`src/hw/rtl/bfa_pkg.sv`:
```
// ----------------------------------------------------------------------------
// bfa_pkg
// Shared types and codes for the best-fit block allocator.
// ----------------------------------------------------------------------------
package bfa_pkg;

    // item function codes
    localparam logic FUNC_LOAD    = 1'b0;
    localparam logic FUNC_REQUEST = 1'b1;

    // result status codes
    localparam logic [1:0] STATUS_LOADED = 2'd0;
    localparam logic [1:0] STATUS_ALLOC  = 2'd1;
    localparam logic [1:0] STATUS_NOFIT  = 2'd2;

    // reset value of the block count register
    localparam logic [4:0] BLOCK_COUNT_RESET = 5'd16;

    // control from the sequencer to the fit unit
    typedef struct packed {
        logic start;   // new request: forget the previous best
        logic valid;   // a candidate beat is on the data lines
        logic free;    // candidate block is free
    } bfa_scan_ctl_t;

endpackage

```
`src/hw/rtl/bfa_fit_unit.sv`:
```
// ----------------------------------------------------------------------------
// bfa_fit_unit
// Shared subtract-and-compare unit: takes one candidate block per cycle and
// keeps the best fit seen so far (smallest leftover, lowest index on a tie).
// ----------------------------------------------------------------------------
module bfa_fit_unit
    import bfa_pkg::*;
#(
    parameter int IDX_W      = 4,
    parameter int SIZE_WIDTH = 16
) (
    input  logic                  aclk,
    input  logic                  aresetn,
    input  bfa_scan_ctl_t         ctl,
    input  logic [SIZE_WIDTH-1:0] req_size,
    input  logic [SIZE_WIDTH-1:0] cand_size,
    input  logic [IDX_W-1:0]      cand_idx,
    output logic                  best_found,
    output logic [IDX_W-1:0]      best_idx,
    output logic [SIZE_WIDTH-1:0] best_left
);

    logic                  found_reg, found_next;
    logic [IDX_W-1:0]      idx_reg, idx_next;
    logic [SIZE_WIDTH-1:0] left_reg, left_next;
    logic                  fits;
    logic [SIZE_WIDTH-1:0] left;
    logic                  take;

    // one subtract and two compares per candidate
    always_comb begin
        fits = ctl.free && (cand_size >= req_size);
        left = cand_size - req_size;
        // strict less-than keeps the lower index on a tie
        take = ctl.valid && fits && (!found_reg || (left < left_reg));

        found_next = found_reg;
        idx_next   = idx_reg;
        left_next  = left_reg;
        if (ctl.start) begin
            found_next = 1'b0;
        end else if (take) begin
            found_next = 1'b1;
            idx_next   = cand_idx;
            left_next  = left;
        end
    end

    always_ff @(posedge aclk) begin
        if (!aresetn) begin
            found_reg <= 1'b0;
        end else begin
            found_reg <= found_next;
        end
        idx_reg  <= idx_next;
        left_reg <= left_next;
    end

    assign best_found = found_reg;
    assign best_idx   = idx_reg;
    assign best_left  = left_reg;

endmodule

```
`src/hw/rtl/best_fit_block_allocator.sv`:
```
// ----------------------------------------------------------------------------
// best_fit_block_allocator
// Best-fit allocator over a table of memory blocks: loads set a block's size
// and free it, requests scan the free blocks and claim the tightest fit.
// ----------------------------------------------------------------------------
//  Channel   Direction  Beat contents
//  s_        in         func, block_index, amount
//  m_        out        status, chosen_block, fragment
//  cfg_      in         block_count
//
//  A load goes from acceptance to the response state. A request scans
//  limit = min(block_count, NUM_BLOCKS) blocks: one size table read and one
//  fit-unit compare per block, then drain, decision and response states.
//  s_ready is high only while idle. A finished result waits in the output
//  register; the next item may be accepted meanwhile.
//  Reset clears all free bits at once; the size table needs no clearing.
// ----------------------------------------------------------------------------
module best_fit_block_allocator
    import bfa_pkg::*;
#(
    parameter int NUM_BLOCKS = 16,
    parameter int SIZE_WIDTH = 16
) (
    input  logic        aclk,
    input  logic        aresetn,
    // item input
    input  logic        s_valid,
    output logic        s_ready,
    input  logic        s_func,
    input  logic [3:0]  s_block_index,
    input  logic [15:0] s_amount,
    // result output
    output logic        m_valid,
    input  logic        m_ready,
    output logic [1:0]  m_status,
    output logic [3:0]  m_chosen_block,
    output logic [15:0] m_fragment,
    // configuration
    input  logic        cfg_valid,
    output logic        cfg_ready,
    input  logic [4:0]  cfg_block_count
);

    localparam int IDX_W = $clog2(NUM_BLOCKS);
    localparam int CNT_W = $clog2(NUM_BLOCKS + 1);

    typedef enum logic [2:0] {
        S_IDLE,
        S_SCAN,
        S_DRAIN,
        S_DECIDE,
        S_RESP
    } state_t;

    state_t                state_reg;
    logic [4:0]            block_count_reg;
    logic [NUM_BLOCKS-1:0] free_reg;
    logic [IDX_W-1:0]      addr_reg;
    logic [SIZE_WIDTH-1:0] req_reg;
    logic                  cand_vld_reg;
    logic                  cand_free_reg;
    logic [IDX_W-1:0]      cand_idx_reg;
    logic [SIZE_WIDTH-1:0] rd_data_reg;
    logic [1:0]            pend_status_reg;
    logic [3:0]            pend_block_reg;
    logic [15:0]           pend_frag_reg;
    logic                  m_valid_reg;
    logic [1:0]            m_status_reg;
    logic [3:0]            m_block_reg;
    logic [15:0]           m_frag_reg;

    logic [SIZE_WIDTH-1:0] size_mem [NUM_BLOCKS];

    logic                  s_beat;
    logic                  load_beat;
    logic                  load_hit;
    logic [IDX_W-1:0]      load_addr;
    logic [SIZE_WIDTH-1:0] amount_w;
    logic [CNT_W-1:0]      limit;
    logic                  scan_last;
    logic                  out_free;
    bfa_scan_ctl_t         fit_ctl;
    logic                  fit_found;
    logic [IDX_W-1:0]      fit_idx;
    logic [SIZE_WIDTH-1:0] fit_left;

    // handshake and decode
    assign s_ready   = (state_reg == S_IDLE);
    assign cfg_ready = 1'b1;
    assign s_beat    = s_valid && s_ready;
    assign load_beat = s_beat && (s_func == FUNC_LOAD);
    assign load_hit  = 32'(s_block_index) < 32'(NUM_BLOCKS);
    assign load_addr = IDX_W'(s_block_index);
    assign amount_w  = SIZE_WIDTH'(s_amount);
    assign out_free  = !m_valid_reg || m_ready;

    // search limit: counts above the table size are clamped
    assign limit = (32'(block_count_reg) > 32'(NUM_BLOCKS)) ? CNT_W'(NUM_BLOCKS)
                                                            : CNT_W'(block_count_reg);
    assign scan_last = (CNT_W'(addr_reg) + CNT_W'(1)) == limit;

    // size table: one write port for loads, one registered read port for the scan
    always_ff @(posedge aclk) begin
        if (load_beat && load_hit) begin
            size_mem[load_addr] <= amount_w;
        end
        rd_data_reg <= size_mem[addr_reg];
    end

    // shared fit unit
    assign fit_ctl.start = s_beat && (s_func == FUNC_REQUEST);
    assign fit_ctl.valid = cand_vld_reg;
    assign fit_ctl.free  = cand_free_reg;

    bfa_fit_unit #(
        .IDX_W      (IDX_W),
        .SIZE_WIDTH (SIZE_WIDTH)
    ) u_fit (
        .aclk       (aclk),
        .aresetn    (aresetn),
        .ctl        (fit_ctl),
        .req_size   (req_reg),
        .cand_size  (rd_data_reg),
        .cand_idx   (cand_idx_reg),
        .best_found (fit_found),
        .best_idx   (fit_idx),
        .best_left  (fit_left)
    );

    // sequencer, free bits and output register
    always_ff @(posedge aclk) begin
        if (!aresetn) begin
            state_reg       <= S_IDLE;
            block_count_reg <= BLOCK_COUNT_RESET;
            free_reg        <= '0;
            addr_reg        <= '0;
            cand_vld_reg    <= 1'b0;
            m_valid_reg     <= 1'b0;
        end else begin
            if (cfg_valid && cfg_ready) begin
                block_count_reg <= cfg_block_count;
            end

            // candidate beat pipeline alongside the table read
            cand_vld_reg  <= (state_reg == S_SCAN);
            cand_free_reg <= free_reg[addr_reg];
            cand_idx_reg  <= addr_reg;

            // a taken beat is dropped unless the next one replaces it below
            if (m_valid_reg && m_ready && (state_reg != S_RESP)) begin
                m_valid_reg <= 1'b0;
            end

            case (state_reg)
                S_IDLE: begin
                    addr_reg <= '0;
                    if (s_beat) begin
                        req_reg <= amount_w;
                        if (s_func == FUNC_LOAD) begin
                            if (load_hit) begin
                                free_reg[load_addr] <= 1'b1;
                            end
                            pend_status_reg <= STATUS_LOADED;
                            pend_block_reg  <= '0;
                            pend_frag_reg   <= '0;
                            state_reg       <= S_RESP;
                        end else if (limit == '0) begin
                            state_reg <= S_DECIDE;
                        end else begin
                            state_reg <= S_SCAN;
                        end
                    end
                end
                S_SCAN: begin
                    if (scan_last) begin
                        state_reg <= S_DRAIN;
                    end else begin
                        addr_reg <= addr_reg + IDX_W'(1);
                    end
                end
                S_DRAIN: begin
                    state_reg <= S_DECIDE;
                end
                S_DECIDE: begin
                    if (fit_found) begin
                        free_reg[fit_idx] <= 1'b0;
                        pend_status_reg   <= STATUS_ALLOC;
                        pend_block_reg    <= 4'(fit_idx);
                        pend_frag_reg     <= 16'(fit_left);
                    end else begin
                        pend_status_reg <= STATUS_NOFIT;
                        pend_block_reg  <= '0;
                        pend_frag_reg   <= '0;
                    end
                    state_reg <= S_RESP;
                end
                S_RESP: begin
                    if (out_free) begin
                        m_valid_reg  <= 1'b1;
                        m_status_reg <= pend_status_reg;
                        m_block_reg  <= pend_block_reg;
                        m_frag_reg   <= pend_frag_reg;
                        state_reg    <= S_IDLE;
                    end
                end
                default: begin
                    state_reg <= S_IDLE;
                end
            endcase
        end
    end

    assign m_valid        = m_valid_reg;
    assign m_status       = m_status_reg;
    assign m_chosen_block = m_block_reg;
    assign m_fragment     = m_frag_reg;

    // the block claimed must still be free when the decision is taken
    a_claim_free: assert property (@(posedge aclk) disable iff (!aresetn)
        (state_reg == S_DECIDE && fit_found) |-> free_reg[fit_idx])
        else $error("claimed block is not free");

    // scan address stays below the search limit
    a_scan_bound: assert property (@(posedge aclk) disable iff (!aresetn)
        (state_reg == S_SCAN) |-> (CNT_W'(addr_reg) < limit))
        else $error("scan address beyond limit");

    // a no-fit result carries zero index and fragment
    a_nofit_zero: assert property (@(posedge aclk) disable iff (!aresetn)
        (m_valid && m_status == STATUS_NOFIT) |-> (m_chosen_block == '0 && m_fragment == '0))
        else $error("no-fit result with non-zero fields");

    // an allocation names a block inside the table
    a_alloc_range: assert property (@(posedge aclk) disable iff (!aresetn)
        (m_valid && m_status == STATUS_ALLOC) |-> (32'(m_chosen_block) < 32'(NUM_BLOCKS)))
        else $error("allocated block outside the table");

endmodule

```
`config.mk`:
```
export PLATFORM = sky130hd
export DESIGN_NAME = best_fit_block_allocator
export DESIGN_NICKNAME = d
export VERILOG_FILES = /design/src/hw/rtl/bfa_pkg.sv /design/src/hw/rtl/bfa_fit_unit.sv /design/src/hw/rtl/best_fit_block_allocator.sv
export SDC_FILE = /design/constraint.sdc
export NUM_CORES = 1
export LEC_CHECK = 0
export BUFFER_PORTS_ARGS = -buffer_cell sky130_fd_sc_hd__buf_2
export CAP_MARGIN = 20
export CORE_ASPECT_RATIO = 1.2
export CORE_MARGIN = 5
export CORE_UTILIZATION = 40
export CTS_CLUSTER_DIAMETER = 40
export DETAILED_ROUTE_END_ITERATION = 12
export MAX_ROUTING_LAYER = met4
export PLACE_DENSITY = 0.67
export SYNTH_ARGS = -nofsm -noshare
export SYNTH_HDL_FRONTEND = slang
export SYNTH_SLANG_ARGS = --single-unit
```
`constraint.sdc`:
```
create_clock -name aclk -period 5.3 [get_ports aclk]
set_input_delay 1.06 -clock aclk [delete_from_list [all_inputs] [get_ports aclk]]
set_output_delay 1.06 -clock aclk [all_outputs]
set_load 0.01 [all_outputs]
```
### Word level (Yosys, flattened, before mapping)

Memory sizes are Yosys's and may differ from the RTL's. A register that Yosys moved wholly into a read port is not among the register bits.
Cells that the tools add are included.

| word-level totals | value |
|---|---|
| word-level logic and storage cells | 110 |
| input port bits | 31 |
| memory bits (writable) | 256 |
| output and inout port bits | 25 |
| memories kept | 1 |
| flip-flop bits (word level) | 116 |

| cells by class | value |
|---|---|
| eq/ne operators | 12 |
| reduce and logical (&&, ||, !) cells | 26 |
| mux-type cells | 36 |
| bitwise gates (word level) | 6 |
| $lt $le $gt $ge | 8 |
| add/sub/neg operators | 3 |

Memories:

| memory | words | bits a word | rd ports | clocked after memory_dff | wr ports | RTL line | text |
|---|---|---|---|---|---|---|---|
| size_mem | 16 | 16 | 1 | 1 | 1 | best_fit_block_allocator.sv:72 | `logic [SIZE_WIDTH-1:0] size_mem [NUM_BLOCKS];` |

Operator list:

| cell | count |
|---|---|
| $mux 16 | 6 |
| $pmux 16 s2 | 2 |
| $and 16x16->16 | 1 |
| $ge 16x16->1 | 1 |
| $lt 16x16->1 | 1 |
| $mux 4 | 4 |
| $not 16->16 | 1 |
| $or 16x16->16 | 1 |
| $pmux 4 s2 | 2 |
| $sub 16x16->16 | 1 |
| $lt 4x5->1 const B | 3 |
| $pmux 3 s5 | 1 |
| $mux 3 | 4 |
| $logic_and 1x1->1 | 10 |
| $reduce_and 3->1 | 3 |
| $demux 1 s4 | 2 |
| $ge 4x1->1 const B | 2 |
| $mux 1 | 8 |
| $mux 2 | 4 |
| $ne 2x2->1 const B | 4 |
| $reduce_and 4->1 | 2 |
| $eq 3x2->1 const B | 2 |
| $add 4x1->5 const B | 1 |
| $eq 5x5->1 | 1 |
| 17 further kinds | 24 |

### Longest topological paths before layout

| logic depth | value |
|---|---|
| depth after elaboration | 8 |
| gate-level depth with buffers | 15 |
| gate-level depth less buffers | 15 |

### Hierarchy

Synthesis repeated with hierarchy kept, for this count alone.

| second synthesis, totals | value |
|---|---|
| cell total of the unflattened synthesis | 889 |
| area, all modules | 15622.5 um2 |

Modules (own cells, without submodules):

| module | times used | area an instance (um2) | seq. area each (um2) | cells an instance |
|---|---|---|---|---|
| best_fit_block_allocator | 1 | 13805.7 | 10560.1 | 692 |
| bfa_fit_unit | 1 | 1816.7 | 620.6 | 197 |

### Least setup slack after synthesis

No wires, ideal clock.

| timing path | value |
|---|---|
| path type | register -> register |
| start point | register req_reg[1] |
| end point | register u_fit.idx_reg[0], in the netlist u_fit.best_idx[0], enable pin |
| arrival time | 4100 ps |
| clock period less this slack | 4522 ps |
| setup time | 422 ps |
| data required time | 4878 ps |
| path slack | 778 ps |
| path buffers | 0 |
| cell stages (with the launch flop) | 15 |
| cell sequence | edfxtp_1 inv_1 ha_1 nor2b_1 o211ai_2 a21boi_1 o41ai_2 or4b_1 o211ai_1 ha_1 a41oi_1 o21ai_0 a21oi_1 o21ai_0 nor3_1 |

| between the ends | value |
|---|---|
| word-level cells in the longest chain between the ends | 5 |
| elaborated cells on any way between the ends | 8 |
| classes of those cells | 1 x add/sub; 2 x order compare; 5 x reduce/logical |

Ends and longest elaborated chain:

| element | RTL line | text |
|---|---|---|
| start: declaration | best_fit_block_allocator.sv:59 | `logic [SIZE_WIDTH-1:0] req_reg;` |
| start signal: assignment | best_fit_block_allocator.sv:158 | `req_reg <= amount_w;` |
| $sub 16x16->16 | bfa_fit_unit.sv:33 | `left = cand_size - req_size;` |
| net u_fit.left[9] | bfa_fit_unit.sv:27 | `logic [SIZE_WIDTH-1:0] left;` |
| $lt 16x16->1 | bfa_fit_unit.sv:35 | `take = ctl.valid && fits && (!found_reg \|\| (left < left_reg));` |
| $logic_or 1x1->1 | bfa_fit_unit.sv:35 |  |
| $logic_and 1x1->1 | bfa_fit_unit.sv:35 |  |
| $reduce_and 2->1 (no source line) | n/a |  |
| end signal: assignment | bfa_fit_unit.sv:55 | `idx_reg <= idx_next;` |
| end: declaration | bfa_fit_unit.sv:24 | `logic [IDX_W-1:0] idx_reg, idx_next;` |

The timed path passes the listed nets, and every way through them passes these cells.
A chain may end at the register's enable or synchronous reset.

### Worst setup path after layout

| timing path | value |
|---|---|
| start point | register req_reg[1] |
| end point | register u_fit.left_reg[0], in the netlist u_fit.best_left[0], enable pin |

| between the ends | value |
|---|---|
| word-level cells in the longest chain between the ends | 5 |
| elaborated cells on any way between the ends | 8 |
| classes of those cells | 1 x add/sub; 2 x order compare; 5 x reduce/logical |

Ends and longest elaborated chain:

| element | RTL line | text |
|---|---|---|
| $sub 16x16->16 | bfa_fit_unit.sv:33 |  |
| net u_fit.left[9] | bfa_fit_unit.sv:27 |  |
| $lt 16x16->1 | bfa_fit_unit.sv:35 |  |
| $logic_or 1x1->1 | bfa_fit_unit.sv:35 |  |
| $logic_and 1x1->1 | bfa_fit_unit.sv:35 |  |
| $reduce_and 2->1 (no source line) | n/a |  |
| end signal: assignment | bfa_fit_unit.sv:56 | `left_reg <= left_next;` |
| end: declaration | bfa_fit_unit.sv:25 | `logic [SIZE_WIDTH-1:0] left_reg, left_next;` |

The timed path passes the listed nets, and every way through them passes these cells.

==> qor.tcl <==
set qor(stdcell_area_um2) 17980
set qor(worst-endpoint-required_ps) 5530
set qor(number_of_antenna_violations_at_the_first_check_in_global_routing) 2
set qor(globalRouteOverflowTotal) 0
set qor(synth_most_common_cell) {sky130_fd_sc_hd__edfxtp_1}
set qor(startpoint) {req_reg[1]$_DFFE_PP_}
set qor(antenna_left) 0
set qor(netlist.area_leader.share_pct) 65.53
set qor(cts_hold_repair.buffers) 0
set qor(min-delay-path-class) {flop to flop}
set qor(timing.reg2reg.setup_slack_ps) 1220
set qor(power_frac_clock_pct) 43.1
set qor(netlist_instances) 869
set qor(drt_first_pass_iters) 5
set qor(largest_register) {size_mem}
set qor(dp_cells) 1435
set qor(grt_usage_pct) 14.83
set qor(run_status) {completed}
set qor(detail_route.wirelength_um) 30780
set qor(post_synth_instance_area_um2) 15630
set qor(number_of_failing_setup_endpoints_in_the_final_timing_report) 0
set qor(regToRegEndpoint) {u_fit.best_left[0]$_DFFE_PP_}
set qor(worst_setup_path_end_kind) {flop}
set qor(dpl_cell_area_um2) 16590
set qor(synth-seq-cells) 388
set qor(floorplan.initialDensity_pct) 40.33
set qor(worst_hold_startpoint) {pend_frag_reg[10]$_SDFFCE_PN0P_}
set qor(period_share_pct) 76.93
set qor(design_internal_power_mw) 5.152
set qor(power.switching_mw) 1.393
set qor(synth_area_leaders) {sky130_fd_sc_hd__edfxtp_1 66%, sky130_fd_sc_hd__mux4_2 12%, sky130_fd_sc_hd__dfxtp_1 6.0%, sky130_fd_sc_hd__ha_1 2.6%, sky130_fd_sc_hd__inv_1 1.1%}
set qor(synth_edf_count) 341
set qor(fin_crit_ps) 4077
set qor(crit_path_max_fanout) 12
set qor(detailed_route_vias_per_instance) 5.203
set qor(power_density_nw_per_um2) 364.1
set qor(cts_tree) {built}
set qor(cts_made_buffers) 42
set qor(p_sw_share_pct) 21.28
set qor(hold_depth) 0
set qor(grt_pass1_wl_um) 47620
set qor(asyncSetResetFlopFracSynth_pct) 0
set qor(fin_cells) 1516
set qor(worst_r2r_startpoint) {req_reg[1]$_DFFE_PP_}
set qor(final-hold-violation-count) 0
set qor(synth_nets) 933
set qor(timing.critical_path.from_type) {flop}
set qor(area.growth.synth_to_final_pct) 15.04
set qor(dominantRegCellSynth) {sky130_fd_sc_hd__edfxtp_1}
set qor(crit_path_arrival_time_ps) 4310
set qor(hold-worst-slack_ps) 416.1
set qor(vias_in_the_first_global_route) 8053
set qor(fin_skew_ps) 25.38
set qor(largest_reg_flops) 256
set qor(cell_taking_the_most_area_after_synthesis) {sky130_fd_sc_hd__edfxtp_1}
set qor(comb_power_share_pct) 4.9
set qor(yosys.cell_types.count) 64
set qor(row_count) 79
set qor(post_detailed_route_drc_marker_count) 0
set qor(detailroute.via_count) 7887
set qor(worst_slew_pin_slew_ps) 998.0
set qor(io_pins) 56
set qor(nets) 1018
set qor(holdPathEnd) {m_fragment[10]$_DFFE_PP_}
set qor(gp_congestion) 0.8197
set qor(criticalPathCategory) {flop to flop}
set qor(rsz0062_at_grt) {false}
set qor(grt_max_degree) 65
set qor(finalSetupTns_ps) 0
set qor(layout-drive-gt1-share_pct) 26.72
set qor(fp.dieH_um) 226.5
set qor(post_cts_buffers) 0
set qor(synth_common_cells) {341 x sky130_fd_sc_hd__edfxtp_1, 85 x sky130_fd_sc_hd__mux4_2, 47 x sky130_fd_sc_hd__dfxtp_1, 45 x sky130_fd_sc_hd__inv_1, 45 x sky130_fd_sc_hd__nor2_1}
set qor(power.ir.vdd_worst_v) 0.0002529
set qor(seqPwrFrac_pct) 51.9
set qor(r2r.worst_path.cells) 15
set qor(clkTransAtPathRegs_ps) 60
set qor(clock_sink_count) 388
set qor(max_cap_viol_count) 0
set qor(wire_per_inst_um) 20.30
set qor(buffer_type_at_the_clock_tree_root) {sky130_fd_sc_hd__clkbuf_16}
set qor(coreArea_um2) 38750
set qor(drv_slew) 0
set qor(maxClockFrequency_mhz) 245.3
set qor(postCtsResizedCells) 0
set qor(synth_sequential_area_ratio_pct) 71.55
set qor(synthesis.yosys.warnings) 0
set qor(clockBufferDepth) 3
set qor(io_buffers) 54
set qor(power.static_leakage_nw) 5.985
set qor(clock_tree.htree_level_count) 2
set qor(1st_iter_drt_viols) 553
set qor(max_slew_margin_pct) 33.47
set qor(synth_area_per_cell_um2) 17.98
set qor(clk_latency_ps) 550
set qor(die-area_um2) 43140
set qor(placed_wire_length_estimate_after_detailed_placement_um) 18620
set qor(floorplan.die.width_um) 190.4
-- worst max path at each step --
stage                                              end  slack, ps  cells after the start
after floorplan            u_fit.best_idx[0]$_DFFE_PP_        780                     14
after global placement    u_fit.best_left[0]$_DFFE_PP_       1290                     15
after detailed placement  u_fit.best_left[1]$_DFFE_PP_       1220                     15
after CTS                 u_fit.best_left[0]$_DFFE_PP_       1210                     15
after global routing      u_fit.best_left[0]$_DFFE_PP_        970                     15
final                     u_fit.best_left[0]$_DFFE_PP_       1220                     15
-- cells by family after synthesis --
| family | synth area share [%] |
|---|---|
| compound gates | 4.316 |
| simple gates | 5.477 |
| flops | 71.55 |
| fa+ha+maj | 2.690 |
| xor+xnor | 0.8728 |
| mux | 12.64 |
| other cells | 0.02400 |
| buf+inv | 2.434 |
-- layer usage --
layer | routed length [um] | GRT usage, %
met1 | 12440 | 18.30
met3 | 1649 | 2.602
met4 | 731 | 4.334
met5 | 0 | -
met2 | 15960 | 25.32
-- worst max-delay path, cell delays in order (launching register included) --
cell,delay [ps]
sky130_fd_sc_hd__edfxtp_1,410
sky130_fd_sc_hd__inv_1,80
sky130_fd_sc_hd__ha_1,230
sky130_fd_sc_hd__nor2b_1,150
sky130_fd_sc_hd__o211ai_2,140
sky130_fd_sc_hd__a21boi_1,110
sky130_fd_sc_hd__o41ai_2,340
sky130_fd_sc_hd__or4b_1,470
sky130_fd_sc_hd__o211ai_1,140
sky130_fd_sc_hd__ha_1,290
sky130_fd_sc_hd__a41oi_1,200
sky130_fd_sc_hd__o21ai_0,100
sky130_fd_sc_hd__a21oi_1,140
sky130_fd_sc_hd__o21ai_0,110
sky130_fd_sc_hd__nor3_2,520
sky130_fd_sc_hd__buf_4,320
-- cell type report --
type / count / area, um2
flip-flops and latches: 388 / 11190
repair buffers: 77 / 450.4
fillers: 3323 / 20770
multi-input cells: 398 / 4134
clock buffers: 56 / 1145
well taps: 526 / 658.1
clock inverters: 22 / 220.2
inverters: 47 / 176.4
diodes: 2 / 5.005
-- per-stage QoR --
stage / power (mW) / util (%) / worst slack (ps)
after floorplan: 3.684 / - / 778.2
after global placement: 3.780 / 42.82 / 1290
after detailed placement: 3.789 / 42.82 / 1222
after CTS: 6.608 / 46.34 / 1207
after global routing: 6.787 / 46.39 / 967.4
final: 6.545 / 46.39 / 1223
-- power groups by stage --
stage               Sequential, mW  Combinational [mW]  Clock (mW)
finish                        3.40               0.322        2.82
global route                  3.40               0.358        3.02
CTS                           3.40               0.325        2.88
detailed placement            3.47               0.323           0
global placement              3.46               0.316           0
floorplan                     3.45               0.234           0
-- layout by cell type (no fill, tap or decap), types with 20 or more instances in the layout --
cell type,instances
sky130_fd_sc_hd__nor3_1,23
sky130_fd_sc_hd__buf_2,54
sky130_fd_sc_hd__nand2_1,25
sky130_fd_sc_hd__edfxtp_1,341
sky130_fd_sc_hd__mux4_2,85
sky130_fd_sc_hd__a21oi_1,20
sky130_fd_sc_hd__clkbuf_16,43
sky130_fd_sc_hd__ha_1,32
sky130_fd_sc_hd__buf_4,22
sky130_fd_sc_hd__inv_1,45
sky130_fd_sc_hd__nor2_1,32
sky130_fd_sc_hd__dfxtp_1,44
Note: power is estimated with default switching activity, not from simulation.
